[src/rtl/imu_fp_pkg.sv]
// Shared types and constants for the 11-byte serial frame parser.
// Used by imu_fp_cell and imu_frame_parser; depends on nothing else.
package imu_fp_pkg;

	localparam int unsigned FRAME_LEN = 11;
	localparam int unsigned SUM_LEN   = 10;
	localparam int unsigned CNT_W     = 4;

	localparam logic [7:0]       HEADER_BYTE = 8'h55;
	localparam logic [CNT_W-1:0] LAST_POS    = CNT_W'(SUM_LEN);

	// Per-cell control for one accepted beat.
	typedef struct packed {
		logic wr;     // this cell takes the received byte
		logic shift;  // window drops its oldest byte
	} cell_ctl_t;

	// One parsed frame, first field in the lowest bits.
	typedef struct packed {
		logic [15:0] word_three;
		logic [15:0] word_two;
		logic [15:0] word_one;
		logic [15:0] word_zero;
		logic [7:0]  frame_type;
	} result_t;

endpackage

[src/rtl/imu_fp_cell.sv]
// One byte position of the parser's shift window.
// Depends on imu_fp_pkg for the control struct.
module imu_fp_cell (
	input  logic                  clk,
	input  imu_fp_pkg::cell_ctl_t ctl,
	input  logic [7:0]            rx_byte,
	input  logic [7:0]            upper_byte,
	output logic [7:0]            app_byte
);
	import imu_fp_pkg::*;

	logic [7:0] byte_q;

	// Value after the append: the received byte lands here if this is the fill position.
	assign app_byte = ctl.wr ? rx_byte : byte_q;

	// On a drop the cell takes its upper neighbor's post-append value.
	always_ff @(posedge clk) begin
		if (ctl.shift) begin
			byte_q <= upper_byte;
		end else begin
			byte_q <= app_byte;
		end
	end

endmodule

[src/rtl/imu_frame_parser.sv]
// Top level of the 11-byte header and checksum frame parser.
// Depends on imu_fp_pkg and a row of imu_fp_cell instances.
//
//  channel  | dir | payload (tdata, low bit first)
//  s_axis   | in  | rx_byte[7:0]
//  m_axis   | out | frame_type, word_zero, word_one, word_two, word_three
//
// Each received byte is handled on acceptance: the window row, the fill count and the
// ten-byte checksum tree all settle in the cycle the beat is accepted, so
// bytes may arrive back to back. A completed frame goes to the result register, or
// to the skid slot while m_axis stalls. Reset clears the fill count and both result
// slots; the window bytes are only read once written. A result register plus a skid
// slot keep s_axis open while m_axis stalls; s_axis closes only when both hold frames.
module imu_frame_parser (
	input  logic        clk,
	input  logic        arst_n,
	input  logic        s_axis_tvalid,
	output logic        s_axis_tready,
	input  logic [7:0]  s_axis_tdata,   // [7:0] rx_byte
	output logic        m_axis_tvalid,
	input  logic        m_axis_tready,
	output logic [71:0] m_axis_tdata    // frame_type, word_zero..word_three
);
	import imu_fp_pkg::*;

	logic             in_fire;
	logic             out_fire;
	logic [CNT_W-1:0] held_count_q;
	logic [CNT_W-1:0] pos;
	logic [7:0]       app [FRAME_LEN];
	logic [7:0]       upper [FRAME_LEN];
	cell_ctl_t        ctl [FRAME_LEN];
	logic [7:0]       sum;
	logic             full;
	logic             hdr_ok;
	logic             frame_hit;
	logic             drop;
	result_t          frame;
	result_t          out_q;
	result_t          skid_q;
	logic             out_v_q;
	logic             skid_v_q;

	assign in_fire  = s_axis_tvalid && s_axis_tready;
	assign out_fire = m_axis_tvalid && m_axis_tready;

	// Fill position saturates at the last window slot.
	assign pos = (held_count_q > LAST_POS) ? LAST_POS : held_count_q;

	// Row of window cells; each hands its post-append byte to the cell below.
	for (genvar i = 0; i < FRAME_LEN; i++) begin : g_cell
		assign ctl[i].wr    = in_fire && (pos == CNT_W'(i));
		assign ctl[i].shift = in_fire && drop;
		if (i == FRAME_LEN - 1) begin : g_top
			assign upper[i] = 8'h00;
		end else begin : g_mid
			assign upper[i] = app[i+1];
		end
		imu_fp_cell u_cell (
			.clk        (clk),
			.ctl        (ctl[i]),
			.rx_byte    (s_axis_tdata),
			.upper_byte (upper[i]),
			.app_byte   (app[i])
		);
	end

	// Wrapping checksum of bytes 0..9 as a balanced adder tree.
	always_comb begin
		logic [7:0] p0, p1, p2, p3, p4;
		p0  = app[0] + app[1];
		p1  = app[2] + app[3];
		p2  = app[4] + app[5];
		p3  = app[6] + app[7];
		p4  = app[8] + app[9];
		sum = (p0 + p1) + (p2 + p3) + p4;
	end

	// Frame decision for the byte being accepted.
	assign full      = (pos == LAST_POS);
	assign hdr_ok    = (app[0] == HEADER_BYTE);
	assign frame_hit = in_fire && hdr_ok && full && (sum == app[SUM_LEN]);
	assign drop      = !hdr_ok || (full && (sum != app[SUM_LEN]));

	assign frame.frame_type = app[1];
	assign frame.word_zero  = {app[3], app[2]};
	assign frame.word_one   = {app[5], app[4]};
	assign frame.word_two   = {app[7], app[6]};
	assign frame.word_three = {app[9], app[8]};

	// Fill count: drop leaves the append position, a frame empties the window.
	always_ff @(posedge clk or negedge arst_n) begin
		if (!arst_n) begin
			held_count_q <= '0;
		end else if (in_fire) begin
			if (frame_hit) begin
				held_count_q <= '0;
			end else if (drop) begin
				held_count_q <= pos;
			end else begin
				held_count_q <= pos + CNT_W'(1);
			end
		end
	end

	// Result register with a skid slot behind it.
	always_ff @(posedge clk or negedge arst_n) begin
		if (!arst_n) begin
			out_v_q  <= 1'b0;
			skid_v_q <= 1'b0;
		end else begin
			if (!out_v_q || out_fire) begin
				out_v_q  <= skid_v_q || frame_hit;
				skid_v_q <= skid_v_q && frame_hit;
			end else begin
				skid_v_q <= skid_v_q || frame_hit;
			end
		end
	end

	always_ff @(posedge clk) begin
		if (!out_v_q || out_fire) begin
			if (skid_v_q) begin
				out_q <= skid_q;
				if (frame_hit) begin
					skid_q <= frame;
				end
			end else if (frame_hit) begin
				out_q <= frame;
			end
		end else if (frame_hit) begin
			skid_q <= frame;
		end
	end

	assign s_axis_tready = !skid_v_q;
	assign m_axis_tvalid = out_v_q;
	assign m_axis_tdata  = out_q;

	// The fill count never passes the last window slot.
	a_count_range: assert property (@(posedge clk) disable iff (!arst_n)
		held_count_q <= LAST_POS)
		else $error("fill count out of range");

	// The skid slot is only used behind a full result register.
	a_skid_order: assert property (@(posedge clk) disable iff (!arst_n)
		skid_v_q |-> out_v_q)
		else $error("skid slot holds a frame ahead of the result register");

	// A completed frame empties the window.
	a_clear_on_frame: assert property (@(posedge clk) disable iff (!arst_n)
		frame_hit |=> (held_count_q == '0))
		else $error("window not cleared after a frame");

	// After a completed frame, m_axis_tvalid is always high on the next cycle.
	a_frame_shown: assert property (@(posedge clk) disable iff (!arst_n)
		frame_hit |=> m_axis_tvalid)
		else $error("frame lost");

endmodule

[config.mk]
export PLATFORM = sky130hd
export DESIGN_NAME = imu_frame_parser
export DESIGN_NICKNAME = d
export VERILOG_FILES = /design/src/rtl/imu_fp_pkg.sv /design/src/rtl/imu_fp_cell.sv /design/src/rtl/imu_frame_parser.sv
export SDC_FILE = /design/constraint.sdc
export NUM_CORES = 1
export LEC_CHECK = 0
export ABC_AREA = 0
export ABC_CLOCK_PERIOD_IN_PS = 19800
export BUFFER_PORTS_ARGS = -buffer_cell sky130_fd_sc_hd__buf_2
export CAP_MARGIN = 15
export CORE_ASPECT_RATIO = 1.5
export CORE_UTILIZATION = 40
export CTS_BUF_LIST = sky130_fd_sc_hd__clkbuf_2 sky130_fd_sc_hd__clkbuf_4 sky130_fd_sc_hd__clkbuf_8
export DETAILED_ROUTE_END_ITERATION = 6
export GPL_TIMING_DRIVEN = 0
export SYNTH_ARGS = -nofsm -noshare
export SYNTH_HDL_FRONTEND = slang
export SYNTH_SLANG_ARGS = --single-unit
[constraint.sdc]
create_clock -name clk -period 19.8 [get_ports clk]
set_input_delay 3.96 -clock clk [delete_from_list [all_inputs] [get_ports clk]]
set_output_delay 3.96 -clock clk [all_outputs]
set_load 0.1 [all_outputs]
==> impl_metrics.csv, run 1 <==
group,metric,value,unit
detailed_routing,drt_wl_total,24.9,mm
clocking,clock_sinks,238,
logic_synthesis,yosysMostFrequentCell,"edfxtp_1",
critical_path,cp_data_arrival_time,11.25,ns
timing,fmax,0.0906,GHz
logic_synthesis,synth-seq-cells,238,
timing,tns,0,ns
hold_path,hold_path_class,"flip-flop to flip-flop",
logic_synthesis,ys_async_sr_fraction,2.52,%
timing,drv_slew,0,
critical_path,r2r-start,"held_count_q[3]",
logic_synthesis,synth_area_leaders,"edfxtp_1 37%, dfxtp_1 15%, mux2i_1 11%, mux2_2 9.2%, fa_1 8.6%",
critical_path,critPathMaxFanout,43,
global_routing,antenna_found_initial,0,
global_routing,grt_pass1_vias,6939,
logic_synthesis,synth_edf_count,144,
placed_design,gp_congestion,0.862,
global_routing,grt.overflow.total,0,
timing,hold_violations,0,
clocking,holdBufCountCts,0,
clocking,cts_max_path_buffers,3,
critical_path,max_stage_delay,0.58,ns
critical_path,r2r_setup_slack,11.23,ns
floorplanning,fp-row-count,76,
critical_path,cp_cell_sequence,"buf_2 -> nor4bb_1 -> clkbuf_1 -> nand2_1 -> mux2i_1 -> fa_1 -> fa_1 -> fa_1 -> fa_1 -> inv_1 -> fa_1 -> inv_1 -> fa_1 -> inv_1 -> a21o_1 -> a21oi_1 -> o21bai_1 -> a21oi_1 -> xnor3_1 -> xnor2_1 -> nor4_2 -> and2_4 -> buf_16",
global_routing,grt.total_usage,17.5,%
run_status,outcome,"finished, final reports clean",
timing,skew,0.0281,ns
cells_and_area,antennaDiodeCount,0,
critical_path,crit_path_end_kind,"flip-flop",
critical_path,critPathBufInv,6,
critical_path,path_class,"primary input to flip-flop",
timing,fin_crit_sh,55.7,%
floorplanning,dieHeight,211,um
clocking,root_buffer,"clkbuf_8",
critical_path,critPathMostFrequentCell,"fa_1",
cells_and_area,drive_gt1_share,29.8,%
clocking,cts_tree,"built",
timing,fin_crit,11.04,ns
logic_synthesis,synthFlopType,"edfxtp_1",
timing,max-slew-margin-rel,44.2,%
power,irDropWorstVdd,0.0000331,V
run,drv_cap,0,
detailed_routing,dr.pass1.iters,4,
global_routing,grt_pass1_wl,38.9,mm
timing,rsz0062_at_grt,"false",
critical_path,crit_family,"adder cells",
critical_path,critical-path-slowest-cell,"fa_1",
placed_design,dp.cells,1299,
critical_path,critical_path.startpoint_type,"primary input",
critical_path,setup.worst_path.start,"s_axis_tvalid",
logic_synthesis,syn_area_per_cell,14.1,um^2
placed_design,placed_cell_area,0.0126,mm^2
clocking,numCtsBuffers,38,
cells_and_area,stdcell_count,1368,
floorplanning,core_area,0.0286,mm^2
critical_path,required,20.01,ns
logic_synthesis,synth_top_area_cell,"edfxtp_1",
logic_synthesis,ys_types,58,
power,power_density,83.5,mW/mm^2
logic_synthesis,syn_area,0.0116,mm^2
logic_synthesis,synth_warnings,0,
placed_design,post-place-ws,8.17,ns
clocking,clock_latency,0.55,ns
logic_synthesis,synthTopCellsByCount,"144 x edfxtp_1, 127 x mux2i_1, 96 x inv_1, 95 x mux2_2, 88 x dfxtp_1",
detailed_routing,drtAntennaViolNets,0,
detailed_routing,drt_iter0_drc,331,
floorplanning,die-width,141,um
cells_and_area,finalNetCount,1026,
detailed_routing,vias_per_cell,4.80,
clocking,clk_pin_slew_worst_paths,0.06,ns
placed_design,dpl.hpwl,18.3,mm
cells_and_area,syn2layout_area_growth,15.9,%
detailed_routing,wl_per_cell,18.2,um
cells_and_area,stdcell_area,0.0135,mm^2
logic_synthesis,yosysTopAreaCellShare,37.2,%
placed_design,io_buffers,84,
floorplanning,ios,86,
hold_path,worstHoldStart,"skid_q[3]",
detailed_routing,drc,0,
floorplanning,die_area,0.0297,mm^2
clocking,htreeDepth,2,
timing,setup_violations,0,
clocking,cts_repair_resize_count,0,
detailed_routing,vias,6562,
cells_and_area,utilization,47.0,%
timing,setup_slack,8.76,ns
logic_synthesis,syn_nets,899,
timing,worst_pin_slew,0.838,ns
power,p_leak,6.37,nW
clocking,post_cts_buffers,0,
logic_synthesis,synth_cells,822,
floorplanning,initial_core_util,40.6,%
logic_synthesis,ys_seq_area_share,53.7,%
global_routing,grt_max_degree,44,
[power breakdown]
part / total [mW] / leakage, nW / internal (mW) / switching (mW)
registers: 0.530 / 2.28 / 0.528 / 0.00280
logic: 0.120 / 3.65 / 0.0533 / 0.0667
clock network: 0.472 / 0.446 / 0.274 / 0.199
[cells in the final DEF (no fill, tap or decap), drive strengths merged, types with 6 or more instances in the layout]
| cell | Yosys | layout |
|---|---|---|
| a21oi | 19 | 19 |
| a31oi | 11 | 11 |
| buf | 21 | 108 |
| clkbuf | 21 | 74 |
| clkinv | 0 | 10 |
| dfrtp | 6 | 6 |
| dfxtp | 88 | 88 |
| edfxtp | 144 | 144 |
| fa | 50 | 50 |
| ha | 15 | 15 |
| inv | 99 | 100 |
| mux2 | 107 | 107 |
| mux2i | 128 | 128 |
| nand2 | 16 | 16 |
| nor2 | 8 | 8 |
| nor3 | 6 | 6 |
| xnor2 | 22 | 22 |
| xor2 | 6 | 6 |
[stage by stage]
step                      hold slack, ns  power [mW]
after floorplan                    0.484       0.630
after global placement             0.520       0.660
after detailed placement           0.527       0.659
after CTS                          0.533        1.14
after global routing               0.554        1.17
final                              0.525        1.12
[kinds of logic after synthesis]
kind of cell,count (synthesis),share of synthesized area (%)
AO/OA/AOI/OAI,54,3.07
XOR/XNOR,30,2.50
adder cells (fa/ha/maj),66,10.3
buffers and inverters,141,5.41
flip-flops,238,53.7
multiplexers,235,21.8
AND/OR/NAND/NOR,58,3.15
[per-layer routing]
layer	up-vias	wire (um)	part of all wire, %	global-route usage (%)
met5	-	0	0	0
li1	3170	-	-	-
met2	132	13000	52	31.3
met1	3214	10400	42	21.0
met3	46	810	3.3	2.43
met4	0	750	3.0	7.01
[worst paths after layout]
path,end,depth (start not counted)
worst max register to register,skid_q[12],24
max in group asynchronous,held_count_q[0],1
min in group asynchronous,skid_v_q,1
worst max-delay path,skid_q[12],23
worst min-delay path,m_axis_tdata[3],1
worst min register to register,m_axis_tdata[3],1
[flip-flops by register name, summed over array words and instances, names as in the netlist]
name                  cells
held_count_q              4
skid_q                   72
skid_v_q                  1
g_cell.u_cell.byte_q     88
m_axis_tvalid             1
m_axis_tdata             72
[final cells by class]
cell class                      count  area [um^2]
Buffer                             42          256
Fill cell                        2591        15200
Tap cell                          390          488
Clock buffer                       53          673
Multi-Input combinational cell    443         4760
Timing Repair Buffer               87          488
Sequential cell                   238         6240
Inverter                           99          372
Clock inverter                     16          181
Power figures use the tool's default switching activity.
==> run 2: changes to the inputs <==
--- a/config.mk
+++ b/config.mk
@@ -6,7 +6,7 @@
 export NUM_CORES = 1
 export LEC_CHECK = 0
 export ABC_AREA = 0
-export ABC_CLOCK_PERIOD_IN_PS = 19800
+export ABC_CLOCK_PERIOD_IN_PS = 11400
 export BUFFER_PORTS_ARGS = -buffer_cell sky130_fd_sc_hd__buf_2
 export CAP_MARGIN = 15
 export CORE_ASPECT_RATIO = 1.5
==> constraint.sdc (replaced) <==
create_clock -name clk -period 11.4 [get_ports clk]
set_input_delay 2.28 -clock clk [delete_from_list [all_inputs] [get_ports clk]]
set_output_delay 2.28 -clock clk [all_outputs]
set_load 0.1 [all_outputs]
==> impl_metrics.csv, run 2 (synthesized netlist as in run 1, its figures left out) <==
group,metric,value,unit
run_status,outcome,"finished, final reports clean",
detailed_routing,vias_per_cell,4.87,
global_routing,antenna_found_initial,0,
critical_path,reg2reg_depth,24,
detailed_routing,wl_per_cell,18.1,um
hold_path,hold_depth,1,
cells_and_area,mostFrequentLayoutCell,"edfxtp_1",
cells_and_area,syn2layout_area_growth,15.2,%
cells_and_area,finalNetCount,1024,
floorplanning,die-width,141,um
critical_path,cp_cell_sequence,"buf_2 -> nor4bb_1 -> clkbuf_2 -> nand2_1 -> mux2i_1 -> fa_1 -> fa_1 -> fa_1 -> fa_1 -> inv_1 -> fa_1 -> ha_1 -> a21o_1 -> a21oi_1 -> o21bai_1 -> a21oi_1 -> xnor3_1 -> xnor2_1 -> nor4_2 -> and2_4 -> buf_12",
detailed_routing,drt_iter0_drc,267,
floorplanning,die_area,0.0297,mm^2
placed_design,dp.cells,1299,
cells_and_area,utilization,46.7,%
power,irDropWorstVdd,0.0000723,V
critical_path,r2r-start,"held_count_q[3]",
timing,fin_crit,9.41,ns
timing,rsz0062_at_grt,"false",
critical_path,critPathMostFrequentCell,"fa_1",
placed_design,io_buffers,84,
hold_path,hold_path_class,"flip-flop to flip-flop",
timing,fmax,0.106,GHz
critical_path,critical_path.startpoint_type,"primary input",
clocking,clock_latency,0.54,ns
timing,drv_slew,0,
global_routing,grt_max_degree,40,
clocking,cts_tree,"built",
cells_and_area,largest_register_ffs,88,
timing,worst_pin_slew,0.774,ns
critical_path,max_stage_delay,0.58,ns
critical_path,r2r-end,"skid_q[28]",
power,p_leak,6.33,nW
global_routing,grt.overflow.total,0,
clocking,htreeDepth,2,
timing,skew,0.0225,ns
critical_path,path_class,"primary input to flip-flop",
placed_design,placed_cell_area,0.0126,mm^2
detailed_routing,drt_wl_total,24.6,mm
clocking,clk_pin_slew_worst_paths,0.07,ns
floorplanning,initial_core_util,40.6,%
critical_path,critical-path-slowest-cell,"mux2i_1",
cells_and_area,final_cell_mix,"144 x edfxtp_1, 124 x mux2i_1, 96 x inv_1",
cells_and_area,stdcell_count,1363,
global_routing,grt.total_usage,17.5,%
clocking,cts_repair_resize_count,0,
floorplanning,fp-row-count,76,
clocking,cts_max_path_buffers,3,
critical_path,critPathMaxFanout,39,
floorplanning,core_area,0.0286,mm^2
hold_path,min_to,"m_axis_tdata[67]",
detailed_routing,vias,6637,
critical_path,crit_family,"adder cells",
cells_and_area,stdcell_area,0.0134,mm^2
global_routing,grt_pass1_vias,6868,
timing,max-slew-margin-rel,48.4,%
critical_path,r2r_setup_slack,2.67,ns
critical_path,cp_data_arrival_time,9.61,ns
hold_path,worstHoldStart,"skid_q[67]",
run,drv_cap,0,
clocking,numCtsBuffers,36,
detailed_routing,dr.pass1.iters,5,
detailed_routing,drtAntennaViolNets,0,
cells_and_area,drive_gt1_share,30.5,%
timing,fin_crit_sh,82.5,%
placed_design,gp_congestion,0.817,
cells_and_area,top_register,"g_cell.u_cell.byte_q",
floorplanning,dieHeight,211,um
timing,hold_violations,0,
global_routing,grt_pass1_wl,39.3,mm
critical_path,critPathBufInv,4,
power,power_density,141,mW/mm^2
clocking,clock_sinks,238,
clocking,post_cts_buffers,0,
floorplanning,ios,86,
cells_and_area,nFillCells,2600,
detailed_routing,drc,0,
timing,setup_violations,0,
clocking,root_buffer,"clkbuf_8",
critical_path,required,11.60,ns
cells_and_area,multiInputGateArea,0.00478,mm^2
clocking,holdBufCountCts,0,
cells_and_area,regArea,0.00624,mm^2
cells_and_area,antennaDiodeCount,0,
critical_path,crit_path_end_kind,"flip-flop",
placed_design,dpl.hpwl,18.1,mm
## run 2: cell count changes in the layout (fill, tap and decap cells not counted), sizes merged
cell / previous run / this run
clkbuf: 74 / 80
clkinv: 10 / 4
bufinv: 4 / 1
clkinvlp: 1 / 0
inv: 100 / 99
## run 2: worst max-delay path by stage
stage	depth (start not counted)	endpoint	slack (ns)	startpoint
final	21	skid_q[28]	1.99	s_axis_tvalid
after global routing	21	skid_q[28]	1.42	s_axis_tvalid
after CTS	21	skid_q[28]	1.88	s_axis_tvalid
after detailed placement	21	skid_q[33]	1.36	s_axis_tvalid
after global placement	20	m_axis_tdata[25]	-2.73	s_axis_tvalid
after floorplan	20	m_axis_tdata[0]	0.04	s_axis_tvalid
## run 2: power breakdown
group	leakage [nW]	total (mW)	internal [mW]	switching, mW
registers	2.28	0.921	0.916	0.00483
logic	3.63	0.208	0.0925	0.116
clock network	0.413	0.750	0.420	0.330
total	6.33	1.88	1.43	0.451
## run 2: per-stage QoR
stage	setup TNS [ns]	setup slack [ns]	hold WS, ns	power, mW
2_1_floorplan	0	0.0417	0.484	1.09
3_3_place_gp	-239.33	-2.73	0.519	1.15
3_5_place_dp	0	1.36	0.528	1.15
4_1_cts	0	1.88	0.542	1.91
5_1_grt	0	1.42	0.557	1.96
6_report	0	1.99	0.539	1.88
## run 2: routing by layer
metal  up-vias  global-route usage (%)  routed length (um)
met3        59                    2.54                 789
met1      3282                    21.6               10400
met4         0                    7.20                 825
met5         -                       0                   0
li1       3158                       -                   -
met2       138                    30.6               12600
## run 2: area by class of cell
cell class              instances  share of cell area [%]
plain buffers                  42                    1.93
multi-input cells             443                    35.7
inverters                      99                    2.78
well taps                     390                    3.65
clock buffers                  59                    5.37
clock inverters                 5                   0.365
repair buffers                 87                    3.59
flip-flops and latches        238                    46.6
